==> src/hw/rtl/tkbp_pkg.sv <==
`timescale 1ns / 1ps
`default_nettype none

package tkbp_pkg;

  // Parse phases, one-hot.
  typedef enum logic [20:0] {
    PH_IDLE     = 21'd1 << 0,
    PH_VER      = 21'd1 << 1,
    PH_USAGE    = 21'd1 << 2,
    PH_FLAGS    = 21'd1 << 3,
    PH_AUTH     = 21'd1 << 4,
    PH_ALG      = 21'd1 << 5,
    PH_ENC      = 21'd1 << 6,
    PH_SIG      = 21'd1 << 7,
    PH_PARM     = 21'd1 << 8,
    PH_BITLEN   = 21'd1 << 9,
    PH_PRIMES   = 21'd1 << 10,
    PH_EXPSIZE  = 21'd1 << 11,
    PH_PARMSKIP = 21'd1 << 12,
    PH_EXP      = 21'd1 << 13,
    PH_EXPSKIP  = 21'd1 << 14,
    PH_PCRSIZE  = 21'd1 << 15,
    PH_PCRDATA  = 21'd1 << 16,
    PH_MODLEN   = 21'd1 << 17,
    PH_MODDATA  = 21'd1 << 18,
    PH_PRIVLEN  = 21'd1 << 19,
    PH_PRIVDATA = 21'd1 << 20
  } phase_t;

  // Field codes carried on the result channel.
  localparam logic [4:0] FC_VERSION  = 5'd0;
  localparam logic [4:0] FC_USAGE    = 5'd1;
  localparam logic [4:0] FC_FLAGS    = 5'd2;
  localparam logic [4:0] FC_AUTH     = 5'd3;
  localparam logic [4:0] FC_ALG      = 5'd4;
  localparam logic [4:0] FC_ENC      = 5'd5;
  localparam logic [4:0] FC_SIG      = 5'd6;
  localparam logic [4:0] FC_PARMSIZE = 5'd7;
  localparam logic [4:0] FC_BITLEN   = 5'd8;
  localparam logic [4:0] FC_PRIMES   = 5'd9;
  localparam logic [4:0] FC_EXPSIZE  = 5'd10;
  localparam logic [4:0] FC_EXPONENT = 5'd11;
  localparam logic [4:0] FC_PCRSIZE  = 5'd12;
  localparam logic [4:0] FC_PCRBYTE  = 5'd13;
  localparam logic [4:0] FC_MODLEN   = 5'd14;
  localparam logic [4:0] FC_MODBYTE  = 5'd15;
  localparam logic [4:0] FC_PRIVLEN  = 5'd16;
  localparam logic [4:0] FC_PRIVBYTE = 5'd17;

  localparam logic [31:0] RSA_ALG        = 32'h0000_0001;
  localparam logic [31:0] DEFAULT_EXP    = 32'd65537;
  localparam logic [31:0] INLINE_EXP_LEN = 32'd3;

  // Result queue geometry.
  localparam int unsigned QUEUE_DEPTH = 4;
  localparam int unsigned PTR_W       = $clog2(QUEUE_DEPTH);
  localparam int unsigned CNT_W       = $clog2(QUEUE_DEPTH + 1);

  typedef struct packed {
    logic [4:0]  code;
    logic [31:0] value;
    logic [9:0]  index;
    logic        done;
    logic [31:0] total;
    logic        run_end;
  } result_t;

  // Up to two results produced by one accepted byte.
  typedef struct packed {
    logic    push0;
    logic    push1;
    result_t r0;
    result_t r1;
  } push_t;

endpackage

`default_nettype wire

==> src/hw/rtl/tkbp_parser.sv <==
`timescale 1ns / 1ps
`default_nettype none

module tkbp_parser #(
  parameter int unsigned MAX_PCR_INFO_BYTES    = 256,
  parameter int unsigned MAX_MODULUS_BYTES     = 256,
  parameter int unsigned MAX_PRIVATE_KEY_BYTES = 1024
) (
  input  wire logic          clk,
  input  wire logic          rst_n,
  input  wire logic          accept,
  input  wire logic [7:0]    data_byte,
  input  wire logic          blob_start,
  output tkbp_pkg::push_t    push_o
);

  tkbp_pkg::phase_t phase_r, phase_nxt;
  logic [31:0] rem_r, rem_nxt;
  logic [31:0] acc_r, acc_nxt;
  logic        rsa_r, rsa_nxt;
  logic        copy_r, copy_nxt;
  logic [9:0]  pos_r, pos_nxt;
  logic [31:0] cnt_r, cnt_nxt;

  always_comb begin
    logic [31:0] v;
    logic        last;
    logic        done;
    logic [4:0]  bcode;

    phase_nxt = phase_r;
    rem_nxt   = rem_r;
    acc_nxt   = acc_r;
    rsa_nxt   = rsa_r;
    copy_nxt  = copy_r;
    pos_nxt   = pos_r;
    cnt_nxt   = cnt_r;
    push_o    = '0;
    v         = {acc_r[23:0], data_byte};
    last      = 1'b0;
    done      = 1'b0;
    bcode     = tkbp_pkg::FC_PCRBYTE;

    if (accept) begin
      if (blob_start) begin
        phase_nxt = tkbp_pkg::PH_VER;
        rem_nxt   = 32'd4;
        acc_nxt   = '0;
        rsa_nxt   = 1'b0;
        copy_nxt  = 1'b0;
        pos_nxt   = '0;
        cnt_nxt   = '0;
      end
      v = {acc_nxt[23:0], data_byte};

      if (phase_nxt != tkbp_pkg::PH_IDLE && cnt_nxt != '1) begin
        cnt_nxt = cnt_nxt + 32'd1;
      end

      unique case (phase_nxt)
        tkbp_pkg::PH_PARMSKIP, tkbp_pkg::PH_EXPSKIP: begin
          rem_nxt = rem_nxt - 32'd1;
          if (rem_nxt == '0) begin
            // Only the non-RSA parameter skip reports the default exponent here.
            if (phase_nxt == tkbp_pkg::PH_PARMSKIP) begin
              push_o.push0    = 1'b1;
              push_o.r0.code  = tkbp_pkg::FC_EXPONENT;
              push_o.r0.value = tkbp_pkg::DEFAULT_EXP;
            end
            phase_nxt = tkbp_pkg::PH_PCRSIZE;
            rem_nxt   = 32'd4;
            acc_nxt   = '0;
          end
        end
        tkbp_pkg::PH_PCRDATA, tkbp_pkg::PH_MODDATA, tkbp_pkg::PH_PRIVDATA: begin
          last = (rem_nxt == 32'd1);
          done = last && (phase_nxt == tkbp_pkg::PH_PRIVDATA);
          if (phase_nxt == tkbp_pkg::PH_MODDATA) begin
            bcode = tkbp_pkg::FC_MODBYTE;
          end else if (phase_nxt == tkbp_pkg::PH_PRIVDATA) begin
            bcode = tkbp_pkg::FC_PRIVBYTE;
          end
          if (copy_nxt) begin
            push_o.push0    = 1'b1;
            push_o.r0.code  = bcode;
            push_o.r0.value = {24'd0, data_byte};
            push_o.r0.index = pos_nxt;
            push_o.r0.done  = done;
          end else if (done) begin
            // The accumulator still holds the private key length here.
            push_o.push0    = 1'b1;
            push_o.r0.code  = tkbp_pkg::FC_PRIVLEN;
            push_o.r0.value = acc_nxt;
            push_o.r0.done  = 1'b1;
          end
          pos_nxt = pos_nxt + 10'd1;
          rem_nxt = rem_nxt - 32'd1;
          if (last) begin
            acc_nxt = '0;
            if (phase_nxt == tkbp_pkg::PH_PCRDATA) begin
              phase_nxt = tkbp_pkg::PH_MODLEN;
              rem_nxt   = 32'd4;
            end else if (phase_nxt == tkbp_pkg::PH_MODDATA) begin
              phase_nxt = tkbp_pkg::PH_PRIVLEN;
              rem_nxt   = 32'd4;
            end else begin
              phase_nxt = tkbp_pkg::PH_IDLE;
              rem_nxt   = '0;
            end
          end
        end
        tkbp_pkg::PH_VER, tkbp_pkg::PH_USAGE, tkbp_pkg::PH_FLAGS, tkbp_pkg::PH_AUTH,
        tkbp_pkg::PH_ALG, tkbp_pkg::PH_ENC, tkbp_pkg::PH_SIG, tkbp_pkg::PH_PARM,
        tkbp_pkg::PH_BITLEN, tkbp_pkg::PH_PRIMES, tkbp_pkg::PH_EXPSIZE, tkbp_pkg::PH_EXP,
        tkbp_pkg::PH_PCRSIZE, tkbp_pkg::PH_MODLEN, tkbp_pkg::PH_PRIVLEN: begin
          acc_nxt = v;
          rem_nxt = rem_nxt - 32'd1;
          if (rem_nxt == '0) begin
            push_o.push0    = 1'b1;
            push_o.r0.value = v;
            acc_nxt         = '0;
            rem_nxt         = 32'd4;
            unique case (phase_nxt)
              tkbp_pkg::PH_VER: begin
                push_o.r0.code = tkbp_pkg::FC_VERSION;
                phase_nxt      = tkbp_pkg::PH_USAGE;
                rem_nxt        = 32'd2;
              end
              tkbp_pkg::PH_USAGE: begin
                push_o.r0.code = tkbp_pkg::FC_USAGE;
                phase_nxt      = tkbp_pkg::PH_FLAGS;
              end
              tkbp_pkg::PH_FLAGS: begin
                push_o.r0.code = tkbp_pkg::FC_FLAGS;
                phase_nxt      = tkbp_pkg::PH_AUTH;
                rem_nxt        = 32'd1;
              end
              tkbp_pkg::PH_AUTH: begin
                push_o.r0.code = tkbp_pkg::FC_AUTH;
                phase_nxt      = tkbp_pkg::PH_ALG;
              end
              tkbp_pkg::PH_ALG: begin
                push_o.r0.code = tkbp_pkg::FC_ALG;
                rsa_nxt        = (v == tkbp_pkg::RSA_ALG);
                phase_nxt      = tkbp_pkg::PH_ENC;
                rem_nxt        = 32'd2;
              end
              tkbp_pkg::PH_ENC: begin
                push_o.r0.code = tkbp_pkg::FC_ENC;
                phase_nxt      = tkbp_pkg::PH_SIG;
                rem_nxt        = 32'd2;
              end
              tkbp_pkg::PH_SIG: begin
                push_o.r0.code = tkbp_pkg::FC_SIG;
                phase_nxt      = tkbp_pkg::PH_PARM;
              end
              tkbp_pkg::PH_PARM: begin
                push_o.r0.code = tkbp_pkg::FC_PARMSIZE;
                if (rsa_nxt && v != '0) begin
                  phase_nxt = tkbp_pkg::PH_BITLEN;
                end else if (v != '0) begin
                  phase_nxt = tkbp_pkg::PH_PARMSKIP;
                  rem_nxt   = v;
                end else begin
                  push_o.push1    = 1'b1;
                  push_o.r1.code  = tkbp_pkg::FC_EXPONENT;
                  push_o.r1.value = tkbp_pkg::DEFAULT_EXP;
                  phase_nxt       = tkbp_pkg::PH_PCRSIZE;
                end
              end
              tkbp_pkg::PH_BITLEN: begin
                push_o.r0.code = tkbp_pkg::FC_BITLEN;
                phase_nxt      = tkbp_pkg::PH_PRIMES;
              end
              tkbp_pkg::PH_PRIMES: begin
                push_o.r0.code = tkbp_pkg::FC_PRIMES;
                phase_nxt      = tkbp_pkg::PH_EXPSIZE;
              end
              tkbp_pkg::PH_EXPSIZE: begin
                push_o.r0.code = tkbp_pkg::FC_EXPSIZE;
                if (v == tkbp_pkg::INLINE_EXP_LEN) begin
                  phase_nxt = tkbp_pkg::PH_EXP;
                  rem_nxt   = tkbp_pkg::INLINE_EXP_LEN;
                end else if (v != '0) begin
                  phase_nxt = tkbp_pkg::PH_EXPSKIP;
                  rem_nxt   = v;
                end else begin
                  push_o.push1    = 1'b1;
                  push_o.r1.code  = tkbp_pkg::FC_EXPONENT;
                  push_o.r1.value = tkbp_pkg::DEFAULT_EXP;
                  phase_nxt       = tkbp_pkg::PH_PCRSIZE;
                end
              end
              tkbp_pkg::PH_EXP: begin
                push_o.r0.code = tkbp_pkg::FC_EXPONENT;
                phase_nxt      = tkbp_pkg::PH_PCRSIZE;
              end
              tkbp_pkg::PH_PCRSIZE: begin
                push_o.r0.code = tkbp_pkg::FC_PCRSIZE;
                if (v == '0) begin
                  phase_nxt = tkbp_pkg::PH_MODLEN;
                end else begin
                  phase_nxt = tkbp_pkg::PH_PCRDATA;
                  rem_nxt   = v;
                  acc_nxt   = v;
                  copy_nxt  = (v <= 32'(MAX_PCR_INFO_BYTES));
                  pos_nxt   = '0;
                end
              end
              tkbp_pkg::PH_MODLEN: begin
                push_o.r0.code = tkbp_pkg::FC_MODLEN;
                if (v == '0) begin
                  phase_nxt = tkbp_pkg::PH_PRIVLEN;
                end else begin
                  phase_nxt = tkbp_pkg::PH_MODDATA;
                  rem_nxt   = v;
                  acc_nxt   = v;
                  copy_nxt  = (v <= 32'(MAX_MODULUS_BYTES));
                  pos_nxt   = '0;
                end
              end
              tkbp_pkg::PH_PRIVLEN: begin
                push_o.r0.code = tkbp_pkg::FC_PRIVLEN;
                if (v == '0) begin
                  push_o.r0.done = 1'b1;
                  phase_nxt      = tkbp_pkg::PH_IDLE;
                  rem_nxt        = '0;
                end else begin
                  phase_nxt = tkbp_pkg::PH_PRIVDATA;
                  rem_nxt   = v;
                  acc_nxt   = v;
                  copy_nxt  = (v <= 32'(MAX_PRIVATE_KEY_BYTES));
                  pos_nxt   = '0;
                end
              end
              default: begin
                phase_nxt = tkbp_pkg::PH_IDLE;
                rem_nxt   = '0;
              end
            endcase
          end
        end
        default: begin
        end
      endcase

      push_o.r0.total = push_o.r0.done ? cnt_nxt : '0;
      if (push_o.push1) begin
        push_o.r1.run_end = 1'b1;
      end else begin
        push_o.r0.run_end = push_o.push0;
      end
    end
  end

  always_ff @(posedge clk) begin
    if (!rst_n) begin
      phase_r <= tkbp_pkg::PH_IDLE;
      rem_r   <= '0;
      acc_r   <= '0;
      rsa_r   <= 1'b0;
      copy_r  <= 1'b0;
      pos_r   <= '0;
      cnt_r   <= '0;
    end else begin
      phase_r <= phase_nxt;
      rem_r   <= rem_nxt;
      acc_r   <= acc_nxt;
      rsa_r   <= rsa_nxt;
      copy_r  <= copy_nxt;
      pos_r   <= pos_nxt;
      cnt_r   <= cnt_nxt;
    end
  end

  a_idle_silent: assert property (@(posedge clk) disable iff (!rst_n)
    (accept && !blob_start && phase_r == tkbp_pkg::PH_IDLE) |-> !push_o.push0)
    else $error("result produced by a byte outside a blob");

  a_second_is_exponent: assert property (@(posedge clk) disable iff (!rst_n)
    push_o.push1 |-> (push_o.push0 && push_o.r1.code == tkbp_pkg::FC_EXPONENT
                      && push_o.r1.value == tkbp_pkg::DEFAULT_EXP))
    else $error("second result of a beat is not the default exponent");

  a_done_goes_idle: assert property (@(posedge clk) disable iff (!rst_n)
    (push_o.push0 && push_o.r0.done) |=> phase_r == tkbp_pkg::PH_IDLE)
    else $error("parser did not go idle after the end of the key");

endmodule

`default_nettype wire

==> src/hw/rtl/tkbp_out_fifo.sv <==
`timescale 1ns / 1ps
`default_nettype none

module tkbp_out_fifo (
  input  wire logic              clk,
  input  wire logic              rst_n,
  input  wire tkbp_pkg::push_t   push_i,
  output logic                   has_room,
  output logic                   out_valid,
  input  wire logic              out_stall,
  output tkbp_pkg::result_t      head
);

  tkbp_pkg::result_t                    q_r [tkbp_pkg::QUEUE_DEPTH];
  logic [tkbp_pkg::PTR_W-1:0]           wr_ptr_r, wr_ptr_nxt;
  logic [tkbp_pkg::PTR_W-1:0]           rd_ptr_r, rd_ptr_nxt;
  logic [tkbp_pkg::CNT_W-1:0]           count_r, count_nxt;
  logic                                 pop;
  logic [tkbp_pkg::PTR_W-1:0]           wr_ptr_p1;

  // Room for a two-result beat, judged from registered state only.
  assign has_room  = count_r <= tkbp_pkg::CNT_W'(tkbp_pkg::QUEUE_DEPTH - 2);
  assign out_valid = count_r != '0;
  assign pop       = out_valid && !out_stall;
  assign head      = q_r[rd_ptr_r];
  assign wr_ptr_p1 = wr_ptr_r + tkbp_pkg::PTR_W'(1);

  always_comb begin
    wr_ptr_nxt = wr_ptr_r + tkbp_pkg::PTR_W'(push_i.push0) + tkbp_pkg::PTR_W'(push_i.push1);
    rd_ptr_nxt = rd_ptr_r + tkbp_pkg::PTR_W'(pop);
    count_nxt  = count_r + tkbp_pkg::CNT_W'(push_i.push0) + tkbp_pkg::CNT_W'(push_i.push1)
                 - tkbp_pkg::CNT_W'(pop);
  end

  always_ff @(posedge clk) begin
    if (push_i.push0) begin
      q_r[wr_ptr_r] <= push_i.r0;
    end
    if (push_i.push1) begin
      q_r[wr_ptr_p1] <= push_i.r1;
    end
  end

  always_ff @(posedge clk) begin
    if (!rst_n) begin
      wr_ptr_r <= '0;
      rd_ptr_r <= '0;
      count_r  <= '0;
    end else begin
      wr_ptr_r <= wr_ptr_nxt;
      rd_ptr_r <= rd_ptr_nxt;
      count_r  <= count_nxt;
    end
  end

  a_count_bound: assert property (@(posedge clk) disable iff (!rst_n)
    count_r <= tkbp_pkg::CNT_W'(tkbp_pkg::QUEUE_DEPTH))
    else $error("result queue overfilled");

  a_push_with_room: assert property (@(posedge clk) disable iff (!rst_n)
    push_i.push0 |-> has_room)
    else $error("results pushed while the queue lacked room");

  a_pair_order: assert property (@(posedge clk) disable iff (!rst_n)
    push_i.push1 |-> push_i.push0)
    else $error("second result pushed without the first");

endmodule

`default_nettype wire

==> src/hw/rtl/tpm_key_blob_parser.sv <==
`timescale 1ns / 1ps
`default_nettype none

// Channel   Direction  Handshake            Payload
// in_       input      in_valid / in_stall  data_byte, blob_start
// out_      output     out_valid/out_stall  field_code, field_value, byte_index,
//                                           key_done, total_length, run_end
//
// A byte is parsed in the cycle it is accepted; its results are registered in the queue.
// One byte can be taken every cycle while the four-entry result queue holds two or fewer.
// Bytes that finish a zero parameter or exponent size give two results, so they fill two
// queue entries; all other bytes give at most one result each.
// Reset is synchronous: the parser returns to idle and the queue is emptied.
// out_stall never reaches in_stall combinationally; in_stall follows the queue fill level.

module tpm_key_blob_parser #(
  parameter int unsigned MAX_PCR_INFO_BYTES    = 256,
  parameter int unsigned MAX_MODULUS_BYTES     = 256,
  parameter int unsigned MAX_PRIVATE_KEY_BYTES = 1024
) (
  input  wire logic        clk,
  input  wire logic        rst_n,
  input  wire logic        in_valid,
  output logic             in_stall,
  input  wire logic [7:0]  in_data_byte,
  input  wire logic        in_blob_start,
  output logic             out_valid,
  input  wire logic        out_stall,
  output logic [4:0]       out_field_code,
  output logic [31:0]      out_field_value,
  output logic [9:0]       out_byte_index,
  output logic             out_key_done,
  output logic [31:0]      out_total_length,
  output logic             out_run_end
);

  tkbp_pkg::push_t   push;
  tkbp_pkg::result_t head;
  logic              has_room;
  logic              accept;

  assign in_stall = !has_room;
  assign accept   = in_valid && has_room;

  tkbp_parser #(
    .MAX_PCR_INFO_BYTES    (MAX_PCR_INFO_BYTES),
    .MAX_MODULUS_BYTES     (MAX_MODULUS_BYTES),
    .MAX_PRIVATE_KEY_BYTES (MAX_PRIVATE_KEY_BYTES)
  ) u_parser (
    .clk        (clk),
    .rst_n      (rst_n),
    .accept     (accept),
    .data_byte  (in_data_byte),
    .blob_start (in_blob_start),
    .push_o     (push)
  );

  tkbp_out_fifo u_out_fifo (
    .clk       (clk),
    .rst_n     (rst_n),
    .push_i    (push),
    .has_room  (has_room),
    .out_valid (out_valid),
    .out_stall (out_stall),
    .head      (head)
  );

  assign out_field_code   = head.code;
  assign out_field_value  = head.value;
  assign out_byte_index   = head.index;
  assign out_key_done     = head.done;
  assign out_total_length = head.total;
  assign out_run_end      = head.run_end;

endmodule

`default_nettype wire
==> config.mk <==
export PLATFORM = sky130hd
export DESIGN_NAME = tpm_key_blob_parser
export DESIGN_NICKNAME = d
export VERILOG_FILES = /design/src/hw/rtl/tkbp_pkg.sv /design/src/hw/rtl/tkbp_parser.sv /design/src/hw/rtl/tkbp_out_fifo.sv /design/src/hw/rtl/tpm_key_blob_parser.sv
export SDC_FILE = /design/constraint.sdc
export NUM_CORES = 1
export LEC_CHECK = 0
export ABC_AREA = 1
export BUFFER_PORTS_ARGS = -buffer_cell sky130_fd_sc_hd__buf_2
export CAP_MARGIN = 20
export CORE_UTILIZATION = 45
export CTS_BUF_LIST = sky130_fd_sc_hd__clkbuf_16
export DETAILED_ROUTE_END_ITERATION = 7
export PLACE_DENSITY = 0.69
export SYNTH_ARGS = -nofsm -noshare
export SYNTH_HDL_FRONTEND = slang
export SYNTH_SLANG_ARGS = --single-unit
==> constraint.sdc <==
create_clock -name clk -period 6.3 [get_ports clk]
set_input_delay 0.63 -clock clk [delete_from_list [all_inputs] [get_ports clk]]
set_output_delay 0.63 -clock clk [all_outputs]
set_load 0.03 [all_outputs]
==> impl_metrics.tcl <==
set metrics [dict create \
    multiInputGateArea_um2 14100 \
    design_area_um2 27900 \
    synthDominantCellAreaShare_pct 34.0 \
    synth_top_cell_by_area "dfxtp_1" \
    reg2reg_setup_slack_ns 1.65 \
    holdPathEnd "u_out_fifo.q_r[2][16]" \
    instances_no_fill 4732 \
    setup_viol 0 \
    drv_cap 0 \
    cts_buffer_depth 3 \
    clkTransAtPathRegs_ns 0.06 \
    status "finished, final reports clean" \
    switching_share_pct 43.1 \
    layout-drive-gt1-share_pct 7.65 \
    ant_nets 0 \
    worstSetupPathType "in -> reg" \
    cts_setup_buffers 0 \
    p_sw_mw 4.40 \
    min_path_cells 2 \
    rr_worst_depth 21 \
    worstPathRequired_ns 6.83 \
    nFillCells 5855 \
    rows 87 \
    drtIter0Drc 2743 \
    antenna_found_initial 0 \
    worst-endpoint-arrival_ns 5.24 \
    powerDensity_nw_per_um2 366 \
    r2r-start "u_parser.rem_r[0]" \
    dr.pass1.iters 6 \
    regArea_um2 9450 \
    power_frac_comb_pct 39.4 \
    rsz0062_at_grt "false" \
    synth_edf_count 24 \
    syn_area_um2 25700 \
    drc_errors 0 \
    hold_violations 0 \
    crit_fanout 52 \
    grt_overflow_total 0 \
    cts_root_buf "clkbuf_16" \
    yosys-top-cells-count "nand2_1 (1263), nand3_1 (484), dfxtp_1 (436)" \
    start_kind "primary input" \
    cts_tree "done" \
    place_ws_ns 1.02 \
    synth_cells 4012 \
    yosys_register_bits 460 \
    route.vias.total 26900 \
    cts_resized 0 \
    synth.area.top_cells "dfxtp_1 (34%), nand2_1 (18%), nand3_1 (9.4%)" \
    clk_latency_ns 0.61 \
    tns_ns 0 \
    p_leak_nw 12.7 \
    hp-class "reg -> reg" \
    core-area_um2 56400 \
    place_inst 4644 \
    cts.htree.levels 2 \
    worstMarginPinSlew_ns 1.12 \
    numCtsBuffers 50 \
    start_util_pct 45.5 \
    route.detailed.wl_per_inst_um 18.4 \
    area_growth_pct 8.86 \
    postPlaceCellArea_um2 26300 \
    grt_pass1_vias 24100 \
    rr_endpoint "u_out_fifo.q_r[1][35]" \
    ys_warn_count 0 \
    finalCritPeriodShare_pct 74.8 \
    clkPwrFrac_pct 28.7 \
    place.gp.congestion 0.960 \
    routed_wl_um 87100 \
    critical_path.startpoint "in_blob_start" \
    die-width_um 241 \
    globalRouteTotalUtil_pct 29.5 \
    maxSlewHeadroom_pct 25.0 \
    ys_types 49 \
    holdCritStartpoint "u_out_fifo.q_r[2][16]" \
    irDropWorstVdd_uv 243 \
    layout.nets 3963 \
    yosysSeqAreaShare_pct 36.8 \
    die_area_um2 58000 \
    via_per_inst 5.69 \
    maxSlewViolCount 0 \
    dp_hpwl_um 56400 \
    pwr-share-seq_pct 31.8 \
    ys.flop_type "dfxtp_1" \
    fin_ws_ns 1.59 \
    grt_max_degree 89 \
    hold_ws_ns 0.459 \
    port_buffers 95 \
    min_period_ns 4.71 \
    die_y_um 241 \
    clkSinkCount 460 \
    syn_nets 4035 \
    fmax_mhz 212 \
    async_reset_ff_share_pct 0 \
    ioPinCount 96 \
    syn_area_per_cell_um2 6.39 \
    yosysMostFrequentCell "nand2_1" \
    grt_pass1_wl_um 136000 \
    end_kind "register" \
    clock_skew_ns 0.0319 \
    antenna_cells 0 \
    power.internal_mw 5.81 \
    cts_hold_buffers 0 \
]
-- worst max-delay path, stage by stage --
cell and delay, ns:
buf_2 0.17, inv_4 0.20, nand2_1 0.18, ha_1 0.20
nand3_1 0.19, nor2_2 0.45, nand2_1 0.21, inv_1 0.11
nand3b_1 0.08, nand2_1 0.12, inv_1 0.07, nor2_1 0.13
nand2_1 0.07, nor2_1 0.14, nand3_1 0.32, nand3_4 0.29
nand3_4 0.42, inv_2 0.69, buf_12 0.33, nand2_1 0.09
nand2_1 0.08
-- layout by cell type, fill, tap and decap left out, types with 24 or more instances in the layout --
| master | count |
|---|---|
| dfxtp_1 | 434 |
| nand2_1 | 1262 |
| inv_1 | 246 |
| clkbuf_16 | 50 |
| buf_4 | 31 |
| nand4_1 | 69 |
| a31oi_1 | 26 |
| o21ai_0 | 334 |
| nand3_1 | 484 |
| nor2_1 | 394 |
| edfxtp_1 | 24 |
| nor2_4 | 26 |
| o22ai_1 | 107 |
| a21oi_1 | 132 |
| buf_2 | 95 |
| nor3_1 | 47 |
-- worst max-delay path by stage --
stage,to,slack [ns]
after floorplan,u_out_fifo.count_r[1],1.24
after global placement,u_out_fifo.count_r[1],1.17
after detailed placement,u_out_fifo.count_r[1],1.02
after CTS,u_out_fifo.count_r[1],1.64
after global routing,u_out_fifo.count_r[1],1.10
final,u_out_fifo.q_r[1][35],1.59
-- logic make-up (layout without fill, tap and decap cells) --
logic type / Yosys count / in the layout / share of synthesized area (%)
compound gates: 645 / 645 / 13.7
simple gates: 2353 / 2353 / 39.5
flops: 460 / 460 / 36.8
fa+ha+maj: 10 / 10 / 0.576
xor+xnor: 33 / 33 / 1.13
buf+inv: 511 / 475 / 8.27
-- flip-flops by register name (all words and copies together), names as in the netlist --
signal and cells:
u_out_fifo.wr_ptr_r 2, u_parser.cnt_r 32, u_out_fifo.count_r 3, u_out_fifo.rd_ptr_r 2, u_parser.acc_r 32, u_parser.copy_r 1
u_out_fifo.q_r 324, u_parser.phase_r 21, u_parser.pos_r 10, u_parser.rsa_r 1, u_parser.rem_r 32
-- stage by stage --
stage,util (%),total power [mW]
after floorplan,-,6.18
after global placement,46.7,7.28
after detailed placement,46.7,7.28
after CTS,49.5,10.2
after global routing,49.5,10.8
final,49.5,10.2
-- routing by layer --
layer  GRT usage, %  vias up  part of all wire (%)  routed length (um)
li1               -    13100                     -                   -
met1           42.5    12500                    45               39200
met2           45.0     1248                    43               37600
met3           5.11      143                   9.4                8190
met4           8.17        0                   2.3                2020
met5              0        -                     0                   0
-- power by group through the flow --
stage	clock network [mW]	registers, mW	logic [mW]
floorplan	0	3.21	2.97
global route	3.09	3.27	4.42
detailed placement	0	3.31	3.97
global placement	0	3.31	3.97
finish	2.93	3.25	4.03
CTS	2.97	3.24	3.98
-- final cells by class --
type                       count  area share [%]
clock buffer                  50            4.48
multi-input combinational   3041            50.7
clock inverter                38            1.24
tap                          756            3.39
inverter                     256            3.48
timing repair buffer         131            2.89
sequential                   460            33.9
Power figures use the tool's default switching activity.
